<file path="config.mk">
export PLATFORM = sky130hd
export DESIGN_NAME = ordered_dither_palette_quantizer
export DESIGN_NICKNAME = d
export VERILOG_FILES = /design/src/rtl/core/odq_pkg.sv /design/src/rtl/core/ordered_dither_palette_quantizer.sv /design/src/rtl/core/odq_front.sv /design/src/rtl/core/odq_classify.sv /design/src/rtl/core/odq_pack.sv
export SDC_FILE = /design/constraint.sdc
export NUM_CORES = 2
export LEC_CHECK = 0
export ABC_AREA = 1
export BUFFER_PORTS_ARGS = -buffer_cell sky130_fd_sc_hd__buf_2
export CORE_MARGIN = 1
export CORE_UTILIZATION = 40
export CTS_BUF_LIST = sky130_fd_sc_hd__clkbuf_4 sky130_fd_sc_hd__clkbuf_8
export DETAILED_ROUTE_END_ITERATION = 8
export MAX_ROUTING_LAYER = met4
export PLACE_DENSITY = 0.66
export RECOVER_POWER = 100
export SYNTH_ARGS = -nofsm -noshare
export SYNTH_HDL_FRONTEND = slang
export SYNTH_SLANG_ARGS = --single-unit
</file>
<file path="constraint.sdc">
create_clock -name clk -period 9.6 [get_ports clk]
set_input_delay 0 -clock clk [delete_from_list [all_inputs] [get_ports clk]]
set_output_delay 0 -clock clk [all_outputs]
set_load 0.005 [all_outputs]
</file>
<file path="src/rtl/core/odq_pkg.sv">
// shared types, constants and helper functions for the dither quantizer
package odq_pkg;

  typedef enum logic [2:0] {
    FMT_RGB565  = 3'd0,
    FMT_RGB555  = 3'd1,
    FMT_RGB332  = 3'd2,
    FMT_CUBE216 = 3'd3,
    FMT_PASTEL  = 3'd4,
    FMT_COL16   = 3'd5,
    FMT_RGB121  = 3'd6,
    FMT_NONE    = 3'd7
  } fmt_t;

  typedef enum logic {
    REG_FORMAT = 1'b0,
    REG_SHIFT  = 1'b1
  } reg_idx_t;

  typedef enum logic [1:0] {
    CLS_CUBE  = 2'd0,
    CLS_GREEN = 2'd1,
    CLS_BROWN = 2'd2,
    CLS_GREY  = 2'd3
  } cls_t;

  typedef struct packed {
    logic [7:0] red;
    logic [7:0] green;
    logic [7:0] blue;
    logic [1:0] dither_phase;
  } in_word_t;

  typedef struct packed {
    logic [15:0] pixel_code;
    logic        table_miss;
  } out_word_t;

  typedef struct packed {
    fmt_t       fmt;
    logic [1:0] sh;
    logic [1:0] n;
  } ctl_t;

  localparam int NUM_HUES = 21;

  // per hue: red face g lo,hi b lo,hi; green face r lo,hi b lo,hi; blue face r lo,hi g lo,hi
  function automatic logic [7:0] hue_face(input logic [4:0] k, input logic [3:0] j);
    logic [95:0] row;
    row = 96'hff00ff00_ff00ff00_ff00ff00;
    case (k)
      5'd0:  row = 96'ha0e055a0_ff00ff00_ff00ff00;
      5'd1:  row = 96'ha0e8a0d8_ff00ff00_ff00ff00;
      5'd2:  row = 96'hff00ff00_ff00ff00_00550055;
      5'd3:  row = 96'hff00ff00_ff00ff00_005555aa;
      5'd4:  row = 96'hff00ff00_ff00ff00_55aa0055;
      5'd5:  row = 96'hff00ff00_ff00ff00_55aa55aa;
      5'd6:  row = 96'hff00ff00_00550055_ff00ff00;
      5'd7:  row = 96'hff00ff00_005555aa_ff00ff00;
      5'd8:  row = 96'hff00ff00_55aa0055_ff00ff00;
      5'd9:  row = 96'hff00ff00_55aa55aa_ff00ff00;
      5'd10: row = 96'hff00ff00_0055aaff_0055aaff;
      5'd11: row = 96'hff00ff00_55aaaaff_55aaaaff;
      5'd12: row = 96'h00550055_ff00ff00_ff00ff00;
      5'd13: row = 96'h005555aa_ff00ff00_ff00ff00;
      5'd14: row = 96'h55aa0055_ff00ff00_ff00ff00;
      5'd15: row = 96'h55aa55aa_ff00ff00_ff00ff00;
      5'd16: row = 96'h0055aaff_ff00ff00_aaff0055;
      5'd17: row = 96'h55aaaaff_ff00ff00_aaff55aa;
      5'd18: row = 96'haaff0055_aaff0055_ff00ff00;
      5'd19: row = 96'haaff55aa_aaff55c7_ff00ff00;
      5'd20: row = 96'haaffaaff_aaffc7ff_aaffaaff;
      default: row = 96'hff00ff00_ff00ff00_ff00ff00;
    endcase
    return row[8'd95 - {j, 3'b000} -: 8];
  endfunction

  // v*255/31 rounded down: v*8 plus floor(7v/31)
  function automatic logic [7:0] widen5(input logic [4:0] v);
    logic [2:0] f;
    f = {2'd0, v >= 5'd5} + {2'd0, v >= 5'd9} + {2'd0, v >= 5'd14} + {2'd0, v >= 5'd18}
      + {2'd0, v >= 5'd23} + {2'd0, v >= 5'd27} + {2'd0, v >= 5'd31};
    return {v, 3'd0} + {5'd0, f};
  endfunction

  function automatic logic [15:0] times255(input logic [7:0] c);
    return ({8'd0, c} << 8) - {8'd0, c};
  endfunction

  // floor(n/d) >= k, with n = c*255 and c <= d
  function automatic logic q_ge(input logic [15:0] n, input logic [7:0] d,
                                input logic [7:0] k);
    return {1'b0, n} >= {9'd0, k} * {9'd0, d};
  endfunction

  // floor(n/d) <= k, with n = c*255 and c <= d
  function automatic logic q_le(input logic [15:0] n, input logic [7:0] d,
                                input logic [7:0] k);
    return {1'b0, n} < ({9'd0, k} + 17'd1) * {9'd0, d};
  endfunction

  // palette band ((v*bands)>>5 + n) >> sh
  function automatic logic [7:0] pal_band(input logic [4:0] v, input logic [6:0] bands,
                                          input logic [1:0] n, input logic [1:0] sh);
    logic [11:0] p;
    logic [7:0]  t;
    p = {7'd0, v} * {5'd0, bands};
    t = {1'b0, p[11:5]} + {6'd0, n};
    return t >> sh;
  endfunction

  // hicolor band with zero clamp; bands = num*32 or num*64
  function automatic logic [5:0] hi_band(input logic [7:0] i, input logic [2:0] num,
                                         input logic wide, input logic [1:0] n,
                                         input logic [1:0] sh);
    logic [15:0] p;
    logic [8:0]  t;
    p = {8'd0, i} * ({13'd0, num} << (wide ? 6 : 5));
    t = {1'b0, p[15:8]} + {7'd0, n};
    if (t < {6'd0, num} - 9'd1) return '0;
    return 6'((t - ({6'd0, num} - 9'd1)) >> sh);
  endfunction

endpackage

</file>
<file path="src/rtl/core/ordered_dither_palette_quantizer.sv">
// top level: config registers and three-stage quantizer pipeline
// an accepted word is registered by the band, hue search and pack stages in turn before it appears on out_
// throughput: one word per clock; busy is never high
// the pipeline depth is set by band, hue search and pack stages
// reset: format rgb565, dither shift 2, pipeline empty
module ordered_dither_palette_quantizer (
  input  logic               clk,
  input  logic               rst_n,
  input  logic               start,
  output logic               busy,
  input  odq_pkg::in_word_t  in_word,
  output logic               out_strobe,
  output odq_pkg::out_word_t out_word,
  input  logic               cfg_valid,
  output logic               cfg_ready,
  input  logic               cfg_index,
  input  logic [2:0]         cfg_data
);

  odq_pkg::fmt_t fmt_r;
  logic [1:0]    sh_r;
  odq_pkg::ctl_t ctl;
  logic          acc;

  always_ff @(posedge clk) begin
    if (!rst_n) begin
      fmt_r <= odq_pkg::FMT_RGB565;
      sh_r  <= 2'd2;
    end else if (cfg_valid && cfg_ready) begin
      unique case (odq_pkg::reg_idx_t'(cfg_index))
        odq_pkg::REG_FORMAT: fmt_r <= odq_pkg::fmt_t'(cfg_data);
        odq_pkg::REG_SHIFT:  sh_r  <= cfg_data[1:0];
        default: ;
      endcase
    end
  end

  assign cfg_ready = 1'b1;
  assign busy = 1'b0;
  assign acc = start && !busy;

  always_comb begin
    ctl.fmt = fmt_r;
    ctl.sh  = (sh_r == 2'd3) ? 2'd2 : sh_r;
    ctl.n   = in_word.dither_phase & 2'((3'd1 << ctl.sh) - 3'd1);
  end

  logic          v1, v2;
  odq_pkg::ctl_t c1, c2;
  logic [15:0]   h1, h2;
  logic [4:0]    m1, m2, hue2;
  logic [7:0]    pr1, pg1, pb1, cd1, pr2, pg2, pb2;
  logic [15:0]   cr1, cg1, cb1;
  logic          miss2;
  odq_pkg::cls_t cls2;

  odq_front u_front (
    .clk, .rst_n, .vld_i(acc), .word_i(in_word), .ctl_i(ctl),
    .vld_o(v1), .ctl_o(c1), .hicode_o(h1), .m5_o(m1),
    .pr_o(pr1), .pg_o(pg1), .pb_o(pb1), .cr_o(cr1), .cg_o(cg1), .cb_o(cb1), .cd_o(cd1)
  );

  odq_classify u_cls (
    .clk, .rst_n, .vld_i(v1), .ctl_i(c1), .hicode_i(h1), .m5_i(m1),
    .pr_i(pr1), .pg_i(pg1), .pb_i(pb1), .cr_i(cr1), .cg_i(cg1), .cb_i(cb1), .cd_i(cd1),
    .vld_o(v2), .ctl_o(c2), .hicode_o(h2), .m5_o(m2),
    .pr_o(pr2), .pg_o(pg2), .pb_o(pb2), .hue_o(hue2), .miss_o(miss2), .cls_o(cls2)
  );

  odq_pack u_pack (
    .clk, .rst_n, .vld_i(v2), .ctl_i(c2), .hicode_i(h2), .m5_i(m2),
    .pr_i(pr2), .pg_i(pg2), .pb_i(pb2), .hue_i(hue2), .miss_i(miss2), .cls_i(cls2),
    .vld_o(out_strobe), .word_o(out_word)
  );

endmodule

</file>
<file path="src/rtl/core/odq_front.sv">
// stage 1: channel bands and scaled channels for the cube face tests
module odq_front (
  input  logic              clk,
  input  logic              rst_n,
  input  logic              vld_i,
  input  odq_pkg::in_word_t word_i,
  input  odq_pkg::ctl_t     ctl_i,
  output logic              vld_o,
  output odq_pkg::ctl_t     ctl_o,
  output logic [15:0]       hicode_o,
  output logic [4:0]        m5_o,
  output logic [7:0]        pr_o,
  output logic [7:0]        pg_o,
  output logic [7:0]        pb_o,
  output logic [15:0]       cr_o,
  output logic [15:0]       cg_o,
  output logic [15:0]       cb_o,
  output logic [7:0]        cd_o
);

  logic        vld_r;
  odq_pkg::ctl_t ctl_r;
  logic [15:0] hicode_r, hicode_nxt;
  logic [4:0]  m5_r, m5_nxt;
  logic [7:0]  pr_r, pg_r, pb_r, cd_r;
  logic [7:0]  pr_nxt, pg_nxt, pb_nxt, cd_nxt;
  logic [15:0] cr_r, cg_r, cb_r, cr_nxt, cg_nxt, cb_nxt;

  always_comb begin
    logic [4:0] r5, g5, b5;
    logic [2:0] num;
    logic [6:0] b1, b3, b5c, b7;
    logic [5:0] hr, hg, hb;
    logic [7:0] er, eg, eb, em;
    r5 = word_i.red[7:3];
    g5 = word_i.green[7:3];
    b5 = word_i.blue[7:3];
    num = 3'd1 << ctl_i.sh;
    b1  = 7'd1 + {4'd0, num};
    b3  = 7'd1 + 7'({4'd0, num} * 7'd3);
    b5c = 7'd1 + 7'({4'd0, num} * 7'd5);
    b7  = 7'd1 + 7'({4'd0, num} * 7'd7);
    m5_nxt = (r5 > g5) ? r5 : g5;
    m5_nxt = (b5 > m5_nxt) ? b5 : m5_nxt;
    hr = odq_pkg::hi_band(word_i.red, num, 1'b0, ctl_i.n, ctl_i.sh);
    hg = odq_pkg::hi_band(word_i.green, num, ctl_i.fmt == odq_pkg::FMT_RGB565,
                          ctl_i.n, ctl_i.sh);
    hb = odq_pkg::hi_band(word_i.blue, num, 1'b0, ctl_i.n, ctl_i.sh);
    hicode_nxt = '0;
    pr_nxt = '0; pg_nxt = '0; pb_nxt = '0;
    case (ctl_i.fmt)
      odq_pkg::FMT_RGB565: hicode_nxt = {hr[4:0], hg, hb[4:0]};
      odq_pkg::FMT_RGB555: hicode_nxt = {1'b0, hr[4:0], hg[4:0], hb[4:0]};
      odq_pkg::FMT_RGB332: begin
        pr_nxt = odq_pkg::pal_band(r5, b7, ctl_i.n, ctl_i.sh);
        pg_nxt = odq_pkg::pal_band(g5, b7, ctl_i.n, ctl_i.sh);
        pb_nxt = odq_pkg::pal_band(b5, b3, ctl_i.n, ctl_i.sh);
      end
      odq_pkg::FMT_CUBE216: begin
        pr_nxt = odq_pkg::pal_band(r5, b5c, ctl_i.n, ctl_i.sh);
        pg_nxt = odq_pkg::pal_band(g5, b5c, ctl_i.n, ctl_i.sh);
        pb_nxt = odq_pkg::pal_band(b5, b5c, ctl_i.n, ctl_i.sh);
      end
      odq_pkg::FMT_COL16: begin
        pr_nxt = odq_pkg::pal_band(r5, b1, ctl_i.n, ctl_i.sh);
        pg_nxt = odq_pkg::pal_band(g5, b1, ctl_i.n, ctl_i.sh);
        pb_nxt = odq_pkg::pal_band(b5, b1, ctl_i.n, ctl_i.sh);
      end
      odq_pkg::FMT_RGB121: begin
        pr_nxt = odq_pkg::pal_band(r5, b1, ctl_i.n, ctl_i.sh);
        pg_nxt = odq_pkg::pal_band(g5, b3, ctl_i.n, ctl_i.sh);
        pb_nxt = odq_pkg::pal_band(b5, b1, ctl_i.n, ctl_i.sh);
      end
      default: ;
    endcase
    // pastel widens the 5-bit channels to 8 bits (v*255/31)
    if (ctl_i.fmt == odq_pkg::FMT_PASTEL) begin
      er = odq_pkg::widen5(r5);
      eg = odq_pkg::widen5(g5);
      eb = odq_pkg::widen5(b5);
      em = odq_pkg::widen5(m5_nxt);
    end else begin
      er = {3'd0, r5};
      eg = {3'd0, g5};
      eb = {3'd0, b5};
      em = {3'd0, m5_nxt};
    end
    cr_nxt = odq_pkg::times255(er);
    cg_nxt = odq_pkg::times255(eg);
    cb_nxt = odq_pkg::times255(eb);
    cd_nxt = em;
  end

  always_ff @(posedge clk) begin
    if (!rst_n) begin
      vld_r <= 1'b0;
    end else begin
      vld_r <= vld_i;
    end
    ctl_r    <= ctl_i;
    hicode_r <= hicode_nxt;
    m5_r     <= m5_nxt;
    pr_r <= pr_nxt; pg_r <= pg_nxt; pb_r <= pb_nxt;
    cr_r <= cr_nxt; cg_r <= cg_nxt; cb_r <= cb_nxt; cd_r <= cd_nxt;
  end

  assign vld_o = vld_r;
  assign ctl_o = ctl_r;
  assign hicode_o = hicode_r;
  assign m5_o = m5_r;
  assign pr_o = pr_r; assign pg_o = pg_r; assign pb_o = pb_r;
  assign cr_o = cr_r; assign cg_o = cg_r; assign cb_o = cb_r; assign cd_o = cd_r;

endmodule

</file>
<file path="src/rtl/core/odq_classify.sv">
// stage 2: hue search and col16 class decision
module odq_classify (
  input  logic          clk,
  input  logic          rst_n,
  input  logic          vld_i,
  input  odq_pkg::ctl_t ctl_i,
  input  logic [15:0]   hicode_i,
  input  logic [4:0]    m5_i,
  input  logic [7:0]    pr_i,
  input  logic [7:0]    pg_i,
  input  logic [7:0]    pb_i,
  input  logic [15:0]   cr_i,
  input  logic [15:0]   cg_i,
  input  logic [15:0]   cb_i,
  input  logic [7:0]    cd_i,
  output logic          vld_o,
  output odq_pkg::ctl_t ctl_o,
  output logic [15:0]   hicode_o,
  output logic [4:0]    m5_o,
  output logic [7:0]    pr_o,
  output logic [7:0]    pg_o,
  output logic [7:0]    pb_o,
  output logic [4:0]    hue_o,
  output logic          miss_o,
  output odq_pkg::cls_t cls_o
);

  logic          vld_r;
  odq_pkg::ctl_t ctl_r;
  logic [15:0]   hicode_r;
  logic [4:0]    m5_r, hue_r, hue_nxt;
  logic [7:0]    pr_r, pg_r, pb_r;
  logic          miss_r, miss_nxt;
  odq_pkg::cls_t cls_r, cls_nxt;

  always_comb begin
    logic found, hit;
    found = 1'b0;
    hue_nxt = '0;
    for (int k = 0; k < odq_pkg::NUM_HUES; k++) begin
      hit = (odq_pkg::q_ge(cr_i, cd_i, 8'hff)
             && odq_pkg::q_ge(cg_i, cd_i, odq_pkg::hue_face(5'(k), 4'd0))
             && odq_pkg::q_le(cg_i, cd_i, odq_pkg::hue_face(5'(k), 4'd1))
             && odq_pkg::q_ge(cb_i, cd_i, odq_pkg::hue_face(5'(k), 4'd2))
             && odq_pkg::q_le(cb_i, cd_i, odq_pkg::hue_face(5'(k), 4'd3)))
         || (odq_pkg::q_ge(cg_i, cd_i, 8'hff)
             && odq_pkg::q_ge(cr_i, cd_i, odq_pkg::hue_face(5'(k), 4'd4))
             && odq_pkg::q_le(cr_i, cd_i, odq_pkg::hue_face(5'(k), 4'd5))
             && odq_pkg::q_ge(cb_i, cd_i, odq_pkg::hue_face(5'(k), 4'd6))
             && odq_pkg::q_le(cb_i, cd_i, odq_pkg::hue_face(5'(k), 4'd7)))
         || (odq_pkg::q_ge(cb_i, cd_i, 8'hff)
             && odq_pkg::q_ge(cr_i, cd_i, odq_pkg::hue_face(5'(k), 4'd8))
             && odq_pkg::q_le(cr_i, cd_i, odq_pkg::hue_face(5'(k), 4'd9))
             && odq_pkg::q_ge(cg_i, cd_i, odq_pkg::hue_face(5'(k), 4'd10))
             && odq_pkg::q_le(cg_i, cd_i, odq_pkg::hue_face(5'(k), 4'd11)));
      if (hit && !found) begin
        found = 1'b1;
        hue_nxt = 5'(k);
      end
    end
    miss_nxt = (ctl_i.fmt == odq_pkg::FMT_PASTEL) && (m5_i != 5'd0) && !found;
    if (odq_pkg::q_ge(cg_i, cd_i, 8'hff) && odq_pkg::q_le(cr_i, cd_i, 8'he0)
        && odq_pkg::q_le(cb_i, cd_i, 8'he0))
      cls_nxt = odq_pkg::CLS_GREEN;
    else if (odq_pkg::q_ge(cr_i, cd_i, 8'hff) && odq_pkg::q_le(cb_i, cd_i, 8'hd8)
             && odq_pkg::q_ge(cg_i, cd_i, 8'h90) && odq_pkg::q_le(cg_i, cd_i, 8'he8))
      cls_nxt = odq_pkg::CLS_BROWN;
    else if ((odq_pkg::q_ge(cr_i, cd_i, 8'hff) && odq_pkg::q_ge(cb_i, cd_i, 8'hb0)
              && odq_pkg::q_ge(cg_i, cd_i, 8'hb0)) ||
             (odq_pkg::q_ge(cb_i, cd_i, 8'hff) && odq_pkg::q_ge(cr_i, cd_i, 8'hb0)
              && odq_pkg::q_ge(cg_i, cd_i, 8'hb0)) ||
             (odq_pkg::q_ge(cg_i, cd_i, 8'hff) && odq_pkg::q_ge(cr_i, cd_i, 8'hb0)
              && odq_pkg::q_ge(cb_i, cd_i, 8'hb0)))
      cls_nxt = odq_pkg::CLS_GREY;
    else
      cls_nxt = odq_pkg::CLS_CUBE;
  end

  always_ff @(posedge clk) begin
    if (!rst_n) begin
      vld_r <= 1'b0;
    end else begin
      vld_r <= vld_i;
    end
    ctl_r <= ctl_i; hicode_r <= hicode_i; m5_r <= m5_i;
    pr_r <= pr_i; pg_r <= pg_i; pb_r <= pb_i;
    hue_r <= hue_nxt; miss_r <= miss_nxt; cls_r <= cls_nxt;
  end

  assign vld_o = vld_r;
  assign ctl_o = ctl_r;
  assign hicode_o = hicode_r;
  assign m5_o = m5_r;
  assign pr_o = pr_r; assign pg_o = pg_r; assign pb_o = pb_r;
  assign hue_o = hue_r;
  assign miss_o = miss_r;
  assign cls_o = cls_r;

endmodule

</file>
<file path="src/rtl/core/odq_pack.sv">
// stage 3: level banding and final code assembly
module odq_pack (
  input  logic               clk,
  input  logic               rst_n,
  input  logic               vld_i,
  input  odq_pkg::ctl_t      ctl_i,
  input  logic [15:0]        hicode_i,
  input  logic [4:0]         m5_i,
  input  logic [7:0]         pr_i,
  input  logic [7:0]         pg_i,
  input  logic [7:0]         pb_i,
  input  logic [4:0]         hue_i,
  input  logic               miss_i,
  input  odq_pkg::cls_t      cls_i,
  output logic               vld_o,
  output odq_pkg::out_word_t word_o
);

  logic               vld_r;
  odq_pkg::out_word_t word_r, word_nxt;

  always_comb begin
    logic [2:0]  num;
    logic [7:0]  pl;
    logic [15:0] code;
    num = 3'd1 << ctl_i.sh;
    pl = '0;
    code = '0;
    case (ctl_i.fmt)
      odq_pkg::FMT_RGB565, odq_pkg::FMT_RGB555: code = hicode_i;
      odq_pkg::FMT_RGB332: code = 16'({pr_i, 5'd0} | {pg_i, 2'd0} | {8'd0, pb_i});
      odq_pkg::FMT_CUBE216:
        code = 16'(({8'd0, pr_i} * 16'd6 + {8'd0, pg_i}) * 16'd6 + {8'd0, pb_i});
      odq_pkg::FMT_PASTEL: begin
        pl = odq_pkg::pal_band(m5_i, 7'd1 + 7'({4'd0, num} * 7'd12), ctl_i.n, ctl_i.sh);
        code = (pl == 8'd0) ? 16'd0
             : 16'(16'd1 + {11'd0, hue_i} * 16'd12 + {8'd0, pl} - 16'd1);
      end
      odq_pkg::FMT_COL16: begin
        if (m5_i == 5'd0) code = '0;
        else case (cls_i)
          odq_pkg::CLS_GREEN: begin
            pl = odq_pkg::pal_band(m5_i, 7'd1 + 7'({4'd0, num} * 7'd2), ctl_i.n, ctl_i.sh);
            code = (pl == 8'd0) ? 16'd0 : (pl == 8'd1) ? 16'd13 : 16'd2;
          end
          odq_pkg::CLS_BROWN: begin
            pl = odq_pkg::pal_band(m5_i, 7'd1 + 7'({4'd0, num} * 7'd2), ctl_i.n, ctl_i.sh);
            code = (pl == 8'd0) ? 16'd0 : (pl == 8'd1) ? 16'd14 : 16'd15;
          end
          odq_pkg::CLS_GREY: begin
            pl = odq_pkg::pal_band(m5_i, 7'd1 + 7'({4'd0, num} * 7'd6), ctl_i.n, ctl_i.sh);
            case (pl)
              8'd0: code = 16'd0;
              8'd1: code = 16'd8;
              8'd2: code = 16'd9;
              8'd3: code = 16'd10;
              8'd4: code = 16'd11;
              8'd5: code = 16'd12;
              default: code = 16'd7;
            endcase
          end
          default: code = 16'(({8'd0, pr_i} * 16'd2 + {8'd0, pg_i}) * 16'd2 + {8'd0, pb_i});
        endcase
      end
      odq_pkg::FMT_RGB121: code = 16'({pr_i, 3'd0} | {pg_i, 1'b0} | {8'd0, pb_i});
      default: code = '0;
    endcase
    word_nxt.pixel_code = code;
    word_nxt.table_miss = miss_i;
  end

  always_ff @(posedge clk) begin
    if (!rst_n) begin
      vld_r <= 1'b0;
    end else begin
      vld_r <= vld_i;
    end
    word_r <= word_nxt;
  end

  assign vld_o = vld_r;
  assign word_o = word_r;

  a_miss_pastel: assert property (@(posedge clk) disable iff (!rst_n)
    vld_i && miss_i |-> ctl_i.fmt == odq_pkg::FMT_PASTEL)
    else $error("miss outside pastel");
  a_vld_follow: assert property (@(posedge clk) disable iff (!rst_n)
    vld_i |=> vld_o)
    else $error("valid lost");
  a_hold_quiet: assert property (@(posedge clk) disable iff (!rst_n)
    vld_o && ctl_i.fmt == odq_pkg::FMT_NONE && vld_i |=> word_o.pixel_code == 16'd0)
    else $error("unknown format gives nonzero code");

endmodule
</file>
==> results.ini <==
[die]
chipWidth_um=323
dieArea_um2=104000
core_um2=102000
dieHeight_um=323
io_pins=54
initial_utilization=0.404
rows=117

[clock_tree]
cts_sinks=193
clkLatencyLatePin_ps=610
cts_hold_buffers=23
clkTransAtPathRegs_ps=130
htreeDepth=4
clockBufferDepth=2
cts_buffers=17
root_buffer=clkbuf_8
ctsResizeCount=0
post-cts-setup-buffers=0
cts_tree=yes

[routing]
post-route-drc-count=0
ant_nets=0
wl_mm=138
wl_per_cell_um=19.8
vias=36997
drt_iter0_markers=3136
first_pass_iters=5
routed_via_density=5.32

[worst_setup_path]
ff2ff_path_depth=36
critPathSlowestCell=nor3_1
endpoint_kind=flip-flop
crit_fanout=9
slowest_delay_ps=830
reg2reg_to=u_cls.hue_o[2]
r2r_setup_slack_ps=790
startpoint_type=flip-flop
critPathRequiredTime_ps=10150
regToRegStartpoint=u_front.cd_o[5]
cp.arrival_ps=9360
critPathKind=reg -> reg

[timing]
relSlewSlack=-0.893
finClkSkew_ps=33.9
min_period_over_period=0.918
rsz0062_at_grt=false
hold_viol=0
finalMaxSlewViolations=119
timing.fmax_mhz=113
setup_violations=0
tightestPinTransition_ps=2840
fin_setup_tns_ps=0
fin_crit_ps=8810

[yosys]
postSynthAreaPerCell_um2=7.64
synth_adder_area_share=0.458
synth_top_cells_by_area=ha_1, fa_1, inv_1, dfxtp_1, nand2_1
ys_types=64
ys_ff_latch=193
synth_top_family_by_area=adder cells
synth-compound-area-share=0.136
synth_edf_count=0
async_reset_ff_frac=0
synth_top_area_cell=ha_1
synth.mux.area_fraction=0.000243
yosysTopAreaCellShare=0.320
synth_xor_area_frac=0.0543
synth_flop_cell=dfxtp_1
synth_cells=5382
seq_area_frac_synth=0.0939
synth-simple-area-share=0.155
synth_warnings=0
syn_area_um2=41100

[placed_design]
io_buffers=51
gp_congestion=0.983
hpwlAfterDp_mm=113

[hold_path]
hold_end=u_front.cr_o[9]
whs_path_depth=5
min_from=in_word[22]
hold_path.class=in -> reg

[final_layout]
fillers=10441
seq_area_um2=3860
layout_commonest_cell=ha_1
drive_gt1_frac=0.0280
multiInputGateArea_um2=33400
final_nets=6928
mostFrequentLayoutCells=ha_1, inv_1, nand2_1
syn2layout_area_growth_pct=7.54

[global_route]
grt_first_pass_wirelength_mm=209
grt_pass1_vias=34983
grt_start_max_net_pins=48
track_usage=0.274
grt.overflow.total=0
antenna_found_initial=16

[run_status]
status=finished with violations
failed_checks=max-capacitance violations, max-slew violations

[run]
maxCapViolations=3

worst max-delay path by stage:
stage | start | endpoint | cells after the start
after global routing | u_front.cd_o[5] | u_cls.hue_o[4] | 36
after CTS | u_front.cd_o[5] | u_cls.hue_o[4] | 36
after global placement | u_front.cd_o[5] | u_cls.hue_o[4] | 36
after detailed placement | u_front.cd_o[5] | u_cls.hue_o[4] | 36
final | u_front.cd_o[5] | u_cls.hue_o[2] | 36
after floorplan | u_front.cd_o[4] | u_cls.hue_o[4] | 40
layer usage:
metal | vias up | GRT usage | part of all wire
met2 | 1297 | 0.398 | 0.41
met5 | - | - | 0
met1 | 17465 | 0.383 | 0.47
met3 | 181 | 0.0547 | 0.095
li1 | 18054 | - | -
met4 | 0 | 0.0742 | 0.026
cell usage after synthesis, drive strengths merged (48+ instances only):
cell	number
xor2	160
nand4	67
nand3	153
nand2	751
dfxtp	193
ha	1053
clkbuf	48
nor2	418
nor3	70
o21ai	250
inv	1050
a21oi	414
xnor2	95
fa	283
worst max-delay path, delay by kind of cell (launching register included):
family | cells | cell delay, ps
buf+inv | 4 | 450
fa+ha+maj | 6 | 2410
flops | 1 | 690
simple gates | 15 | 3280
compound gates | 10 | 1590
xor+xnor | 1 | 350
metrics by stage:
stage               setup slack (ps)  hold WS [ps]  cells  utilization  cell area [um^2]
finish                           789          41.5   6951        0.434             44200
detailed placement              1310           188   6884        0.428             43600
CTS                             1270          16.5   6939        0.435             44300
global placement                1380           180   6884        0.428             43600
floorplan                       2790          93.5   5475            -             41500
global route                     334          62.7   6950        0.434             44200
final cells by class:
cell class,instances,area share
multi-input cells,4163,0.755
inverters,1058,0.0898
flip-flops and latches,193,0.0873
well taps,1368,0.0387
repair buffers,125,0.0188
clock buffers,18,0.00560
clock inverters,14,0.00407
diodes,12,0.000679
cell families after synthesis:
logic type,after synthesis
xor+xnor,255
fa+ha+maj,1336
simple gates,1515
buf+inv,1119
compound gates,961
other cells,2
flops,193
mux,1
sequential cells by signal, summed over array words and instances (netlist names), 16 cells and up:
signal,cells
u_front.cr_o,16
u_front.hicode_o,16
u_front.cg_o,16
u_cls.hicode_o,16
u_front.cb_o,16
u_pack.word_o,17
Power is left out: the tool's default activity adds up to more than one toggle a clock period on the data nets, which glitch-free logic cannot reach.
